==> config.mk <==
export PLATFORM = sky130hd
export DESIGN_NAME = quadratic_outline_flattener
export DESIGN_NICKNAME = d
export VERILOG_FILES = /design/src/rtl/core/qof_pkg.sv /design/src/rtl/core/qof_dp.sv /design/src/rtl/core/qof_ctrl.sv /design/src/rtl/core/quadratic_outline_flattener.sv
export SDC_FILE = /design/constraint.sdc
export NUM_CORES = 1
export LEC_CHECK = 0
export BUFFER_PORTS_ARGS = -buffer_cell sky130_fd_sc_hd__buf_2
export CAP_MARGIN = 10
export CORE_UTILIZATION = 50
export DETAILED_ROUTE_END_ITERATION = 8
export GPL_TIMING_DRIVEN = 0
export PLACE_DENSITY = 0.77
export SYNTH_ARGS = -nofsm -noshare
export SYNTH_HDL_FRONTEND = slang
export SYNTH_SLANG_ARGS = --single-unit
==> constraint.sdc <==
create_clock -name clock -period 9.06 [get_ports clock]
set_clock_uncertainty 0.1 [all_clocks]
set_input_delay 0.453 -clock clock [delete_from_list [all_inputs] [get_ports clock]]
set_output_delay 0.453 -clock clock [all_outputs]
set_load 0.01 [all_outputs]
==> src/rtl/core/qof_pkg.sv <==
// Shared types, constants and arithmetic helpers for the quadratic outline flattener.
package qof_pkg;

   localparam int IN_W       = 16;                // width of the point coordinate ports
   localparam int Q_W        = 24;                // width of the sample coordinate ports
   localparam int COORD_BITS = 16;                // coordinate bits taken from each port
   localparam int HALF_W     = COORD_BITS + 1;    // point held in half font units
   localparam int ACC_W      = COORD_BITS + 10;   // forward-difference accumulators
   localparam int PAD_W      = (COORD_BITS > IN_W) ? COORD_BITS : IN_W;
   localparam int ARC_STEPS  = 10;
   localparam int CNT_W      = $clog2(ARC_STEPS + 1);

   typedef enum logic [2:0] {
      S_IDLE,
      S_DECODE,
      S_BAD,
      S_PT,
      S_CLOSE,
      S_SET1,
      S_SET2,
      S_RUN
   } state_type;

   // which end point the arc runs to, and what follows it
   typedef enum logic [1:0] {
      ARC_ON,
      ARC_MID,
      ARC_END
   } arc_phase_type;

   typedef enum logic [2:0] {
      OUT_NONE,
      OUT_POINT_P,
      OUT_POINT_FIRST,
      OUT_ARC,
      OUT_BAD
   } out_sel_type;

   typedef struct packed {
      logic signed [HALF_W-1:0] x;
      logic signed [HALF_W-1:0] y;
   } pt_type;

   typedef struct packed {
      logic signed [ACC_W-1:0] x;
      logic signed [ACC_W-1:0] y;
   } acc_pt_type;

   typedef struct packed {
      logic          capture;
      logic          load_first;
      logic          load_anchor_p;
      logic          load_anchor_mid;
      logic          load_control_p;
      logic          setup1;
      logic          setup2;
      logic          step;
      arc_phase_type arc_phase;
      out_sel_type   out_sel;
      logic          out_last;
      logic          out_done;
   } dp_cmd_type;

   typedef struct packed {
      logic out_free;
   } dp_sts_type;

   // low COORD_BITS of the port, sign-extended, doubled into half units
   function automatic logic signed [HALF_W-1:0] to_half(input logic [IN_W-1:0] v);
      logic [PAD_W-1:0] z;
      z = PAD_W'(v);
      return $signed({z[COORD_BITS-1:0], 1'b0});
   endfunction

   // x100 as x64 + x32 + x4
   function automatic logic signed [ACC_W-1:0] scale100(input logic signed [HALF_W-1:0] v);
      logic signed [ACC_W-1:0] e;
      e = ACC_W'(v);
      return (e <<< 6) + (e <<< 5) + (e <<< 2);
   endfunction

   function automatic logic signed [Q_W-1:0] to_q(input logic signed [ACC_W-1:0] v);
      return Q_W'(v);
   endfunction

endpackage

==> src/rtl/core/qof_dp.sv <==
// Datapath: point registers, arc forward-difference engine and result register.
module qof_dp import qof_pkg::*; (
   input  logic                   clock,
   input  logic                   reset,
   input  logic [IN_W-1:0]        req_px,
   input  logic [IN_W-1:0]        req_py,
   input  dp_cmd_type             cmd,
   output dp_sts_type             sts,
   output logic                   rsp_valid,
   input  logic                   rsp_ready,
   output logic signed [Q_W-1:0]  rsp_qx,
   output logic signed [Q_W-1:0]  rsp_qy,
   output logic                   rsp_run_last,
   output logic                   rsp_contour_done,
   output logic                   rsp_bad_start
);

   pt_type p_ff, p_in;
   pt_type anchor_ff, anchor_in;
   pt_type control_ff, control_in;
   pt_type first_ff, first_in;
   pt_type mid;
   pt_type b_pt;

   acc_pt_type f_ff, f_in;
   acc_pt_type d_ff, d_in;
   acc_pt_type dd_ff, dd_in;
   acc_pt_type s_ff, s_in;
   acc_pt_type dca_ff, dca_in;
   acc_pt_type f_next;

   logic signed [HALF_W:0] mid_sum_x;
   logic signed [HALF_W:0] mid_sum_y;

   logic                  valid_ff, valid_in;
   logic signed [Q_W-1:0] qx_ff, qx_in;
   logic signed [Q_W-1:0] qy_ff, qy_in;
   logic                  last_ff, last_in;
   logic                  done_ff, done_in;
   logic                  bad_ff, bad_in;
   logic                  emit;

   // implied on-curve point; the sum of two doubled inputs is always even
   assign mid_sum_x = (HALF_W+1)'(control_ff.x) + (HALF_W+1)'(p_ff.x);
   assign mid_sum_y = (HALF_W+1)'(control_ff.y) + (HALF_W+1)'(p_ff.y);
   assign mid.x     = mid_sum_x[HALF_W:1];
   assign mid.y     = mid_sum_y[HALF_W:1];

   always_comb begin
      case (cmd.arc_phase)
         ARC_ON:  b_pt = p_ff;
         ARC_MID: b_pt = mid;
         ARC_END: b_pt = first_ff;
         default: b_pt = p_ff;
      endcase
   end

   assign f_next.x = f_ff.x + d_ff.x;
   assign f_next.y = f_ff.y + d_ff.y;

   always_comb begin
      p_in       = p_ff;
      anchor_in  = anchor_ff;
      control_in = control_ff;
      first_in   = first_ff;
      if (cmd.capture) begin
         p_in.x = to_half(req_px);
         p_in.y = to_half(req_py);
      end
      if (cmd.load_first)      first_in   = p_ff;
      if (cmd.load_anchor_p)   anchor_in  = p_ff;
      if (cmd.load_anchor_mid) anchor_in  = mid;
      if (cmd.load_control_p)  control_in = p_ff;
   end

   // f(k) = 100a + k*20(c-a) + k^2*(a-2c+b), stepped by first and second differences
   always_comb begin
      f_in   = f_ff;
      d_in   = d_ff;
      dd_in  = dd_ff;
      s_in   = s_ff;
      dca_in = dca_ff;
      if (cmd.setup1) begin
         s_in.x   = ACC_W'(anchor_ff.x) - (ACC_W'(control_ff.x) <<< 1) + ACC_W'(b_pt.x);
         s_in.y   = ACC_W'(anchor_ff.y) - (ACC_W'(control_ff.y) <<< 1) + ACC_W'(b_pt.y);
         dca_in.x = ACC_W'(control_ff.x) - ACC_W'(anchor_ff.x);
         dca_in.y = ACC_W'(control_ff.y) - ACC_W'(anchor_ff.y);
         f_in.x   = scale100(anchor_ff.x);
         f_in.y   = scale100(anchor_ff.y);
      end
      if (cmd.setup2) begin
         d_in.x  = s_ff.x + (dca_ff.x <<< 4) + (dca_ff.x <<< 2);
         d_in.y  = s_ff.y + (dca_ff.y <<< 4) + (dca_ff.y <<< 2);
         dd_in.x = s_ff.x <<< 1;
         dd_in.y = s_ff.y <<< 1;
      end
      if (cmd.step) begin
         f_in   = f_next;
         d_in.x = d_ff.x + dd_ff.x;
         d_in.y = d_ff.y + dd_ff.y;
      end
   end

   assign emit = (cmd.out_sel != OUT_NONE);

   always_comb begin
      qx_in   = qx_ff;
      qy_in   = qy_ff;
      last_in = last_ff;
      done_in = done_ff;
      bad_in  = bad_ff;
      if (emit) begin
         last_in = cmd.out_last;
         done_in = cmd.out_done;
         bad_in  = 1'b0;
         case (cmd.out_sel)
            OUT_POINT_P: begin
               qx_in = to_q(scale100(p_ff.x));
               qy_in = to_q(scale100(p_ff.y));
            end
            OUT_POINT_FIRST: begin
               qx_in = to_q(scale100(first_ff.x));
               qy_in = to_q(scale100(first_ff.y));
            end
            OUT_ARC: begin
               qx_in = to_q(f_next.x);
               qy_in = to_q(f_next.y);
            end
            OUT_BAD: begin
               qx_in  = '0;
               qy_in  = '0;
               bad_in = 1'b1;
            end
            default: begin
               qx_in = qx_ff;
               qy_in = qy_ff;
            end
         endcase
      end
   end

   always_comb begin
      if (emit)
         valid_in = 1'b1;
      else if (rsp_ready)
         valid_in = 1'b0;
      else
         valid_in = valid_ff;
   end

   always_ff @(posedge clock) begin
      if (reset) begin
         valid_ff <= 1'b0;
      end else begin
         valid_ff <= valid_in;
      end
   end

   always_ff @(posedge clock) begin
      p_ff       <= p_in;
      anchor_ff  <= anchor_in;
      control_ff <= control_in;
      first_ff   <= first_in;
      f_ff       <= f_in;
      d_ff       <= d_in;
      dd_ff      <= dd_in;
      s_ff       <= s_in;
      dca_ff     <= dca_in;
      qx_ff      <= qx_in;
      qy_ff      <= qy_in;
      last_ff    <= last_in;
      done_ff    <= done_in;
      bad_ff     <= bad_in;
   end

   assign sts.out_free     = !valid_ff || rsp_ready;
   assign rsp_valid        = valid_ff;
   assign rsp_qx           = qx_ff;
   assign rsp_qy           = qy_ff;
   assign rsp_run_last     = last_ff;
   assign rsp_contour_done = done_ff;
   assign rsp_bad_start    = bad_ff;

endmodule

==> src/rtl/core/qof_ctrl.sv <==
// Controller: contour state flags and the per-item sequencing state machine.
module qof_ctrl import qof_pkg::*; (
   input  logic       clock,
   input  logic       reset,
   input  logic       req_valid,
   output logic       req_ready,
   input  logic       req_on_curve,
   input  logic       req_contour_end,
   input  dp_sts_type sts,
   output dp_cmd_type cmd
);

   state_type     state_ff, state_in;
   arc_phase_type phase_ff, phase_in;
   logic [CNT_W-1:0] cnt_ff, cnt_in;
   logic on_ff, on_in;
   logic end_ff, end_in;
   logic skipping_ff, skipping_in;
   logic in_contour_ff, in_contour_in;
   logic pending_ff, pending_in;
   logic accept;
   logic final_step;

   assign req_ready  = (state_ff == S_IDLE);
   assign accept     = req_valid && req_ready;
   assign final_step = (cnt_ff == CNT_W'(ARC_STEPS));

   // next state and flag updates
   always_comb begin
      state_in      = state_ff;
      phase_in      = phase_ff;
      cnt_in        = cnt_ff;
      on_in         = on_ff;
      end_in        = end_ff;
      skipping_in   = skipping_ff;
      in_contour_in = in_contour_ff;
      pending_in    = pending_ff;
      case (state_ff)
         S_IDLE: begin
            if (accept) begin
               on_in    = req_on_curve;
               end_in   = req_contour_end;
               state_in = S_DECODE;
            end
         end
         S_DECODE: begin
            if (skipping_ff) begin
               if (end_ff) skipping_in = 1'b0;
               state_in = S_IDLE;
            end else if (!in_contour_ff) begin
               pending_in = 1'b0;
               if (!on_ff) begin
                  skipping_in = !end_ff;
                  state_in    = S_BAD;
               end else begin
                  in_contour_in = !end_ff;
                  state_in      = S_PT;
               end
            end else if (on_ff) begin
               pending_in    = 1'b0;
               in_contour_in = !end_ff;
               if (pending_ff) begin
                  phase_in = ARC_ON;
                  state_in = S_SET1;
               end else begin
                  state_in = S_PT;
               end
            end else begin
               pending_in    = !end_ff;
               in_contour_in = !end_ff;
               if (pending_ff) begin
                  phase_in = ARC_MID;
                  state_in = S_SET1;
               end else if (end_ff) begin
                  phase_in = ARC_END;
                  state_in = S_SET1;
               end else begin
                  state_in = S_IDLE;
               end
            end
         end
         S_BAD: begin
            if (sts.out_free) state_in = S_IDLE;
         end
         S_PT: begin
            if (sts.out_free) state_in = end_ff ? S_CLOSE : S_IDLE;
         end
         S_CLOSE: begin
            if (sts.out_free) state_in = S_IDLE;
         end
         S_SET1: begin
            state_in = S_SET2;
         end
         S_SET2: begin
            cnt_in   = CNT_W'(1);
            state_in = S_RUN;
         end
         S_RUN: begin
            if (sts.out_free) begin
               if (final_step) begin
                  case (phase_ff)
                     ARC_ON:  state_in = end_ff ? S_CLOSE : S_IDLE;
                     ARC_MID: begin
                        // a closing control point follows the midpoint arc
                        if (end_ff) begin
                           phase_in = ARC_END;
                           state_in = S_SET1;
                        end else begin
                           state_in = S_IDLE;
                        end
                     end
                     ARC_END: state_in = S_IDLE;
                     default: state_in = S_IDLE;
                  endcase
               end else begin
                  cnt_in = cnt_ff + CNT_W'(1);
               end
            end
         end
         default: state_in = S_IDLE;
      endcase
   end

   // datapath commands
   always_comb begin
      cmd           = '0;
      cmd.capture   = accept;
      cmd.arc_phase = phase_ff;
      cmd.out_sel   = OUT_NONE;
      case (state_ff)
         S_DECODE: begin
            if (!skipping_ff && on_ff) begin
               cmd.load_first    = !in_contour_ff;
               cmd.load_anchor_p = !in_contour_ff || !pending_ff;
            end
            if (!skipping_ff && in_contour_ff && !on_ff && !pending_ff)
               cmd.load_control_p = 1'b1;
         end
         S_BAD: begin
            if (sts.out_free) begin
               cmd.out_sel  = OUT_BAD;
               cmd.out_last = 1'b1;
            end
         end
         S_PT: begin
            if (sts.out_free) begin
               cmd.out_sel  = OUT_POINT_P;
               cmd.out_last = !end_ff;
            end
         end
         S_CLOSE: begin
            if (sts.out_free) begin
               cmd.out_sel  = OUT_POINT_FIRST;
               cmd.out_last = 1'b1;
               cmd.out_done = 1'b1;
            end
         end
         S_SET1: cmd.setup1 = 1'b1;
         S_SET2: cmd.setup2 = 1'b1;
         S_RUN: begin
            if (sts.out_free) begin
               cmd.step    = 1'b1;
               cmd.out_sel = OUT_ARC;
               if (final_step) begin
                  case (phase_ff)
                     ARC_ON: begin
                        cmd.out_last      = !end_ff;
                        cmd.load_anchor_p = 1'b1;
                     end
                     ARC_MID: begin
                        cmd.out_last        = !end_ff;
                        cmd.load_anchor_mid = 1'b1;
                        cmd.load_control_p  = 1'b1;
                     end
                     ARC_END: begin
                        cmd.out_last = 1'b1;
                        cmd.out_done = 1'b1;
                     end
                     default: cmd.out_last = 1'b0;
                  endcase
               end
            end
         end
         default: cmd.out_sel = OUT_NONE;
      endcase
   end

   always_ff @(posedge clock) begin
      if (reset) begin
         state_ff      <= S_IDLE;
         phase_ff      <= ARC_ON;
         cnt_ff        <= '0;
         on_ff         <= 1'b0;
         end_ff        <= 1'b0;
         skipping_ff   <= 1'b0;
         in_contour_ff <= 1'b0;
         pending_ff    <= 1'b0;
      end else begin
         state_ff      <= state_in;
         phase_ff      <= phase_in;
         cnt_ff        <= cnt_in;
         on_ff         <= on_in;
         end_ff        <= end_in;
         skipping_ff   <= skipping_in;
         in_contour_ff <= in_contour_in;
         pending_ff    <= pending_in;
      end
   end

   a_emit_when_free: assert property (@(posedge clock) disable iff (reset)
      (cmd.out_sel != OUT_NONE) |-> sts.out_free)
      else $error("result issued while output register occupied");

   a_skip_outside_contour: assert property (@(posedge clock) disable iff (reset)
      !(skipping_ff && in_contour_ff))
      else $error("skipping inside an open contour");

   a_pending_in_contour: assert property (@(posedge clock) disable iff (reset)
      pending_ff |-> in_contour_ff)
      else $error("control point held outside a contour");

   a_step_range: assert property (@(posedge clock) disable iff (reset)
      (state_ff == S_RUN) |-> (cnt_ff != '0 && cnt_ff <= CNT_W'(ARC_STEPS)))
      else $error("arc step count out of range");

endmodule

==> src/rtl/core/quadratic_outline_flattener.sv <==
// Top level of the quadratic outline flattener: controller and datapath.
//
//   channel  | ports                                         | dir | role
//   ---------+-----------------------------------------------+-----+---------------------------
//   req      | req_valid/ready, px, py, on_curve, contour_end| in  | one outline point per item
//   rsp      | rsp_valid/ready, qx, qy, run_last,            | out | one polyline vertex per item
//            | contour_done, bad_start                       |     |
//
// Items are handled one at a time. A point's result is registered after decode; a
// quadratic arc passes decode, setup states S_SET1 and S_SET2, then one sample a cycle
// from the forward-difference unit while rsp is not stalled; a closing control point
// after a held one runs two arcs. Reset is synchronous and clears all contour state.
// A stalled rsp holds the sequencer at the current sample; req_ready is low meanwhile.
module quadratic_outline_flattener import qof_pkg::*; (
   input  logic                   clock,
   input  logic                   reset,
   input  logic                   req_valid,
   output logic                   req_ready,
   input  logic signed [IN_W-1:0] req_px,
   input  logic signed [IN_W-1:0] req_py,
   input  logic                   req_on_curve,
   input  logic                   req_contour_end,
   output logic                   rsp_valid,
   input  logic                   rsp_ready,
   output logic signed [Q_W-1:0]  rsp_qx,
   output logic signed [Q_W-1:0]  rsp_qy,
   output logic                   rsp_run_last,
   output logic                   rsp_contour_done,
   output logic                   rsp_bad_start
);

   dp_cmd_type cmd;
   dp_sts_type sts;

   qof_ctrl u_ctrl (
      .clock           (clock),
      .reset           (reset),
      .req_valid       (req_valid),
      .req_ready       (req_ready),
      .req_on_curve    (req_on_curve),
      .req_contour_end (req_contour_end),
      .sts             (sts),
      .cmd             (cmd)
   );

   qof_dp u_dp (
      .clock            (clock),
      .reset            (reset),
      .req_px           (req_px),
      .req_py           (req_py),
      .cmd              (cmd),
      .sts              (sts),
      .rsp_valid        (rsp_valid),
      .rsp_ready        (rsp_ready),
      .rsp_qx           (rsp_qx),
      .rsp_qy           (rsp_qy),
      .rsp_run_last     (rsp_run_last),
      .rsp_contour_done (rsp_contour_done),
      .rsp_bad_start    (rsp_bad_start)
   );

endmodule

==> qor.yml <==
finalCritPeriodShare_pct: 66.0
hold-worst-slack_ns: 0.0187
yosysUniqueCellTypes: 77
ant_nets: 0
synth_edf_count: 393
ys_seq_area_share_pct: 37.1
ys.warnings.count: 0
syn_nets: 3635
worst_pin_slew_ns: 1.24
synthTopCellsByArea: "edfxtp_1 (36%), ha_1 (13%), fa_1 (10%)"
fill_cells: 5480
first_global_vias: 24531
avgSynthCellArea_um2: 10.6
cts-htree-levels: 2
cts_tree: "done"
layout-drive-gt1-share_pct: 7.10
io_buffers: 90
path_clk_slew_ns: 0.06
drt_iter0_drc: 2409
start_util_pct: 50.6
cts_setup_buffers: 0
die-area_um2: 66200
max-vdd-ir-drop_mv: 0.278
die_h_um: 257
hold_path_end: "u_ctrl.end_ff"
r2r_slack_ns: 3.08
status: "finished clean"
dr.pass1.iters: 6
power.leakage_nw: 14.3
r2r_end: "u_dp.s_ff[17]"
critPathLaunchType: "flip-flop"
endpoint_kind: "flip-flop"
placementRows: 93
slew-limit-headroom_pct: 17.6
cts_buffer_depth: 3
r2r-start: "u_ctrl.phase_ff[1]"
dp_hpwl_um: 71000
critPathRequiredTime_ns: 9.29
synth_seq_cells: 408
maxSlewViolCount: 0
hold_class: "input port to flip-flop"
cp.arrival_ns: 6.21
yosys.area.top_type_share_pct: 36.2
antenna_cells: 0
grt_pass1_wl_um: 138000
yosys_most_used_dff: "edfxtp_1"
root_buffer: "clkbuf_16"
io-pin-count: 91
fin_nets: 3822
grt.overflow.total: 0
clock_latency_ns: 0.60
hold_depth: 3
synth_top_area_cell: "edfxtp_1"
rsz0062_at_grt: "no"
place_congestion: 0.978
ys_async_sr_fraction_pct: 0
crit_start: "u_ctrl.phase_ff[1]"
max_freq_mhz: 167
finalSetupViolations: 0
track_usage_pct: 27.2
drc: 0
dr_total_vias: 25414
avgViaCountPerCell: 6.10
grt_start_max_net_pins: 49
antenna_found_initial: 0
die_width_um: 257
crit_fanout: 10
max-cap-violations: 0
period_needed_ns: 5.98
critical_path_class: "flip-flop to flip-flop"
synth.cell_area_um2: 32600
r2r_cells: 16
cts_buffers: 45
yosysMostFrequentCell: "edfxtp_1"
ys_top_cells_by_count: "edfxtp_1 (393), ha_1 (341), a21oi_1 (230)"
min-delay-start: "req_contour_end"
syn_inst: 3088
finalPower_mw: 9.16
post_drt_wl_per_cell_um: 21.7
clock_sinks: 408
wl_um: 90500
area_delta_synth_final_pct: 11.1
hold_viol_final: 0
power.density_nw_per_um2: 253
fp.coreArea_um2: 64500
-- power by group --
| part | switching, mW | internal (mW) |
|---|---|---|
| Sequential | 0.273 | 2.65 |
| Clock | 0.786 | 1.03 |
| Combinational | 2.60 | 1.82 |
| Total | 3.66 | 5.50 |
-- how the worst max path moves through the flow --
stage / slack [ns] / cells after the start / end
after global routing: 2.78 / 19 / u_dp.s_ff[24]
final: 3.08 / 16 / u_dp.s_ff[17]
after CTS: 3.27 / 16 / u_dp.s_ff[24]
after floorplan: 0.82 / 4 / u_dp.f_ff[0]
after global placement: -2.92 / 4 / u_dp.f_ff[48]
after detailed placement: 3.29 / 16 / u_dp.s_ff[17]
-- critical path: stages, from the launching register on --
cell and delay, ns:
dfxtp_1 0.43, inv_1 0.09, ha_1 0.51, clkbuf_1 0.57, clkbuf_1 0.51, nor2_1 0.10
a21oi_1 0.24, fa_1 0.46, ha_1 0.34, a2111oi_0 0.74, o21ai_0 0.26, a31oi_1 0.47
o211ai_1 0.21, a211oi_1 0.27, o21bai_1 0.11, a21oi_1 0.23, xnor2_1 0.08
-- sequential cells by signal, indices dropped and copies added (netlist names), 2 cells and up --
name	flops
u_dp.rsp_qx	24
u_ctrl.state_ff	3
u_dp.dca_ff	36
u_dp.d_ff	48
u_ctrl.phase_ff	2
u_dp.rsp_qy	24
u_dp.anchor_ff	34
u_dp.first_ff	32
u_dp.control_ff	32
u_dp.f_ff	48
u_dp.p_ff	32
u_ctrl.cnt_ff	4
u_dp.dd_ff	40
u_dp.s_ff	40
-- final cells by class --
cell class | count | area [um2] | area share (%)
repair buffers | 140 | 1080 | 2.98
multi-input cells | 2442 | 19700 | 54.3
clock inverters | 27 | 246 | 0.681
plain buffers | 67 | 251 | 0.695
inverters | 171 | 642 | 1.77
clock buffers | 54 | 1170 | 3.23
flip-flops and latches | 408 | 12100 | 33.4
well taps | 855 | 1070 | 2.95
-- cell usage in the layout, fill, tap and decap left out, types with 24 or more instances in the layout --
master	n
xnor2_1	160
a31oi_1	28
nand2b_1	41
fa_1	168
xor2_1	92
nor2b_1	49
and3_1	25
o31ai_1	25
a22oi_1	29
o21ai_0	210
inv_1	170
a211oi_1	38
a21oi_1	229
nand3_1	56
mux2_2	24
nor2_1	201
buf_2	90
edfxtp_1	393
clkbuf_16	45
dlygate4sd3_1	33
nor3_1	69
ha_1	341
a21o_1	103
clkbuf_1	66
o21bai_1	29
o21a_1	50
nand2_1	206
-- metal layers --
layer  up-vias  track usage, %  routed length (um)  part of all wire [%]
li1      11825               -                   -                     -
met1     12265            36.8               38500                    42
met2      1125            42.8               40400                    45
met3       199            5.35                8180                   9.0
met4         0            10.7                3470                   3.8
met5         -               0                   0                     0
-- logic make-up after synthesis --
family / after synthesis / share of synthesized area, %
and+or+nand+nor: 751 / 11.0
buffers and inverters: 238 / 2.74
AOI/OAI and AO/OA: 899 / 17.9
muxes: 31 / 1.04
adders and majority gates: 509 / 23.4
xor gates and xnor gates: 252 / 6.77
DFF: 408 / 37.1
-- timing repair --
item,4_1_cts,5_1_grt
hold buffers,33,0
gates resized for setup,0,0
hold endpoints to repair,33,0
-- through the flow --
stage	cell area [um2]	worst slack [ns]	TNS (ns)	util [%]	cells
4_1_cts	36200	3.27	0	56.2	4163
2_1_floorplan	32600	0.821	0	-	3088
5_1_grt	36200	2.78	0	56.2	4164
6_report	36200	3.08	0	56.2	4164
3_3_place_gp	34100	-2.92	-257.50	52.9	4033
3_5_place_dp	34500	3.29	0	53.4	4049
No activity file was read; power rests on OpenSTA's default activity.
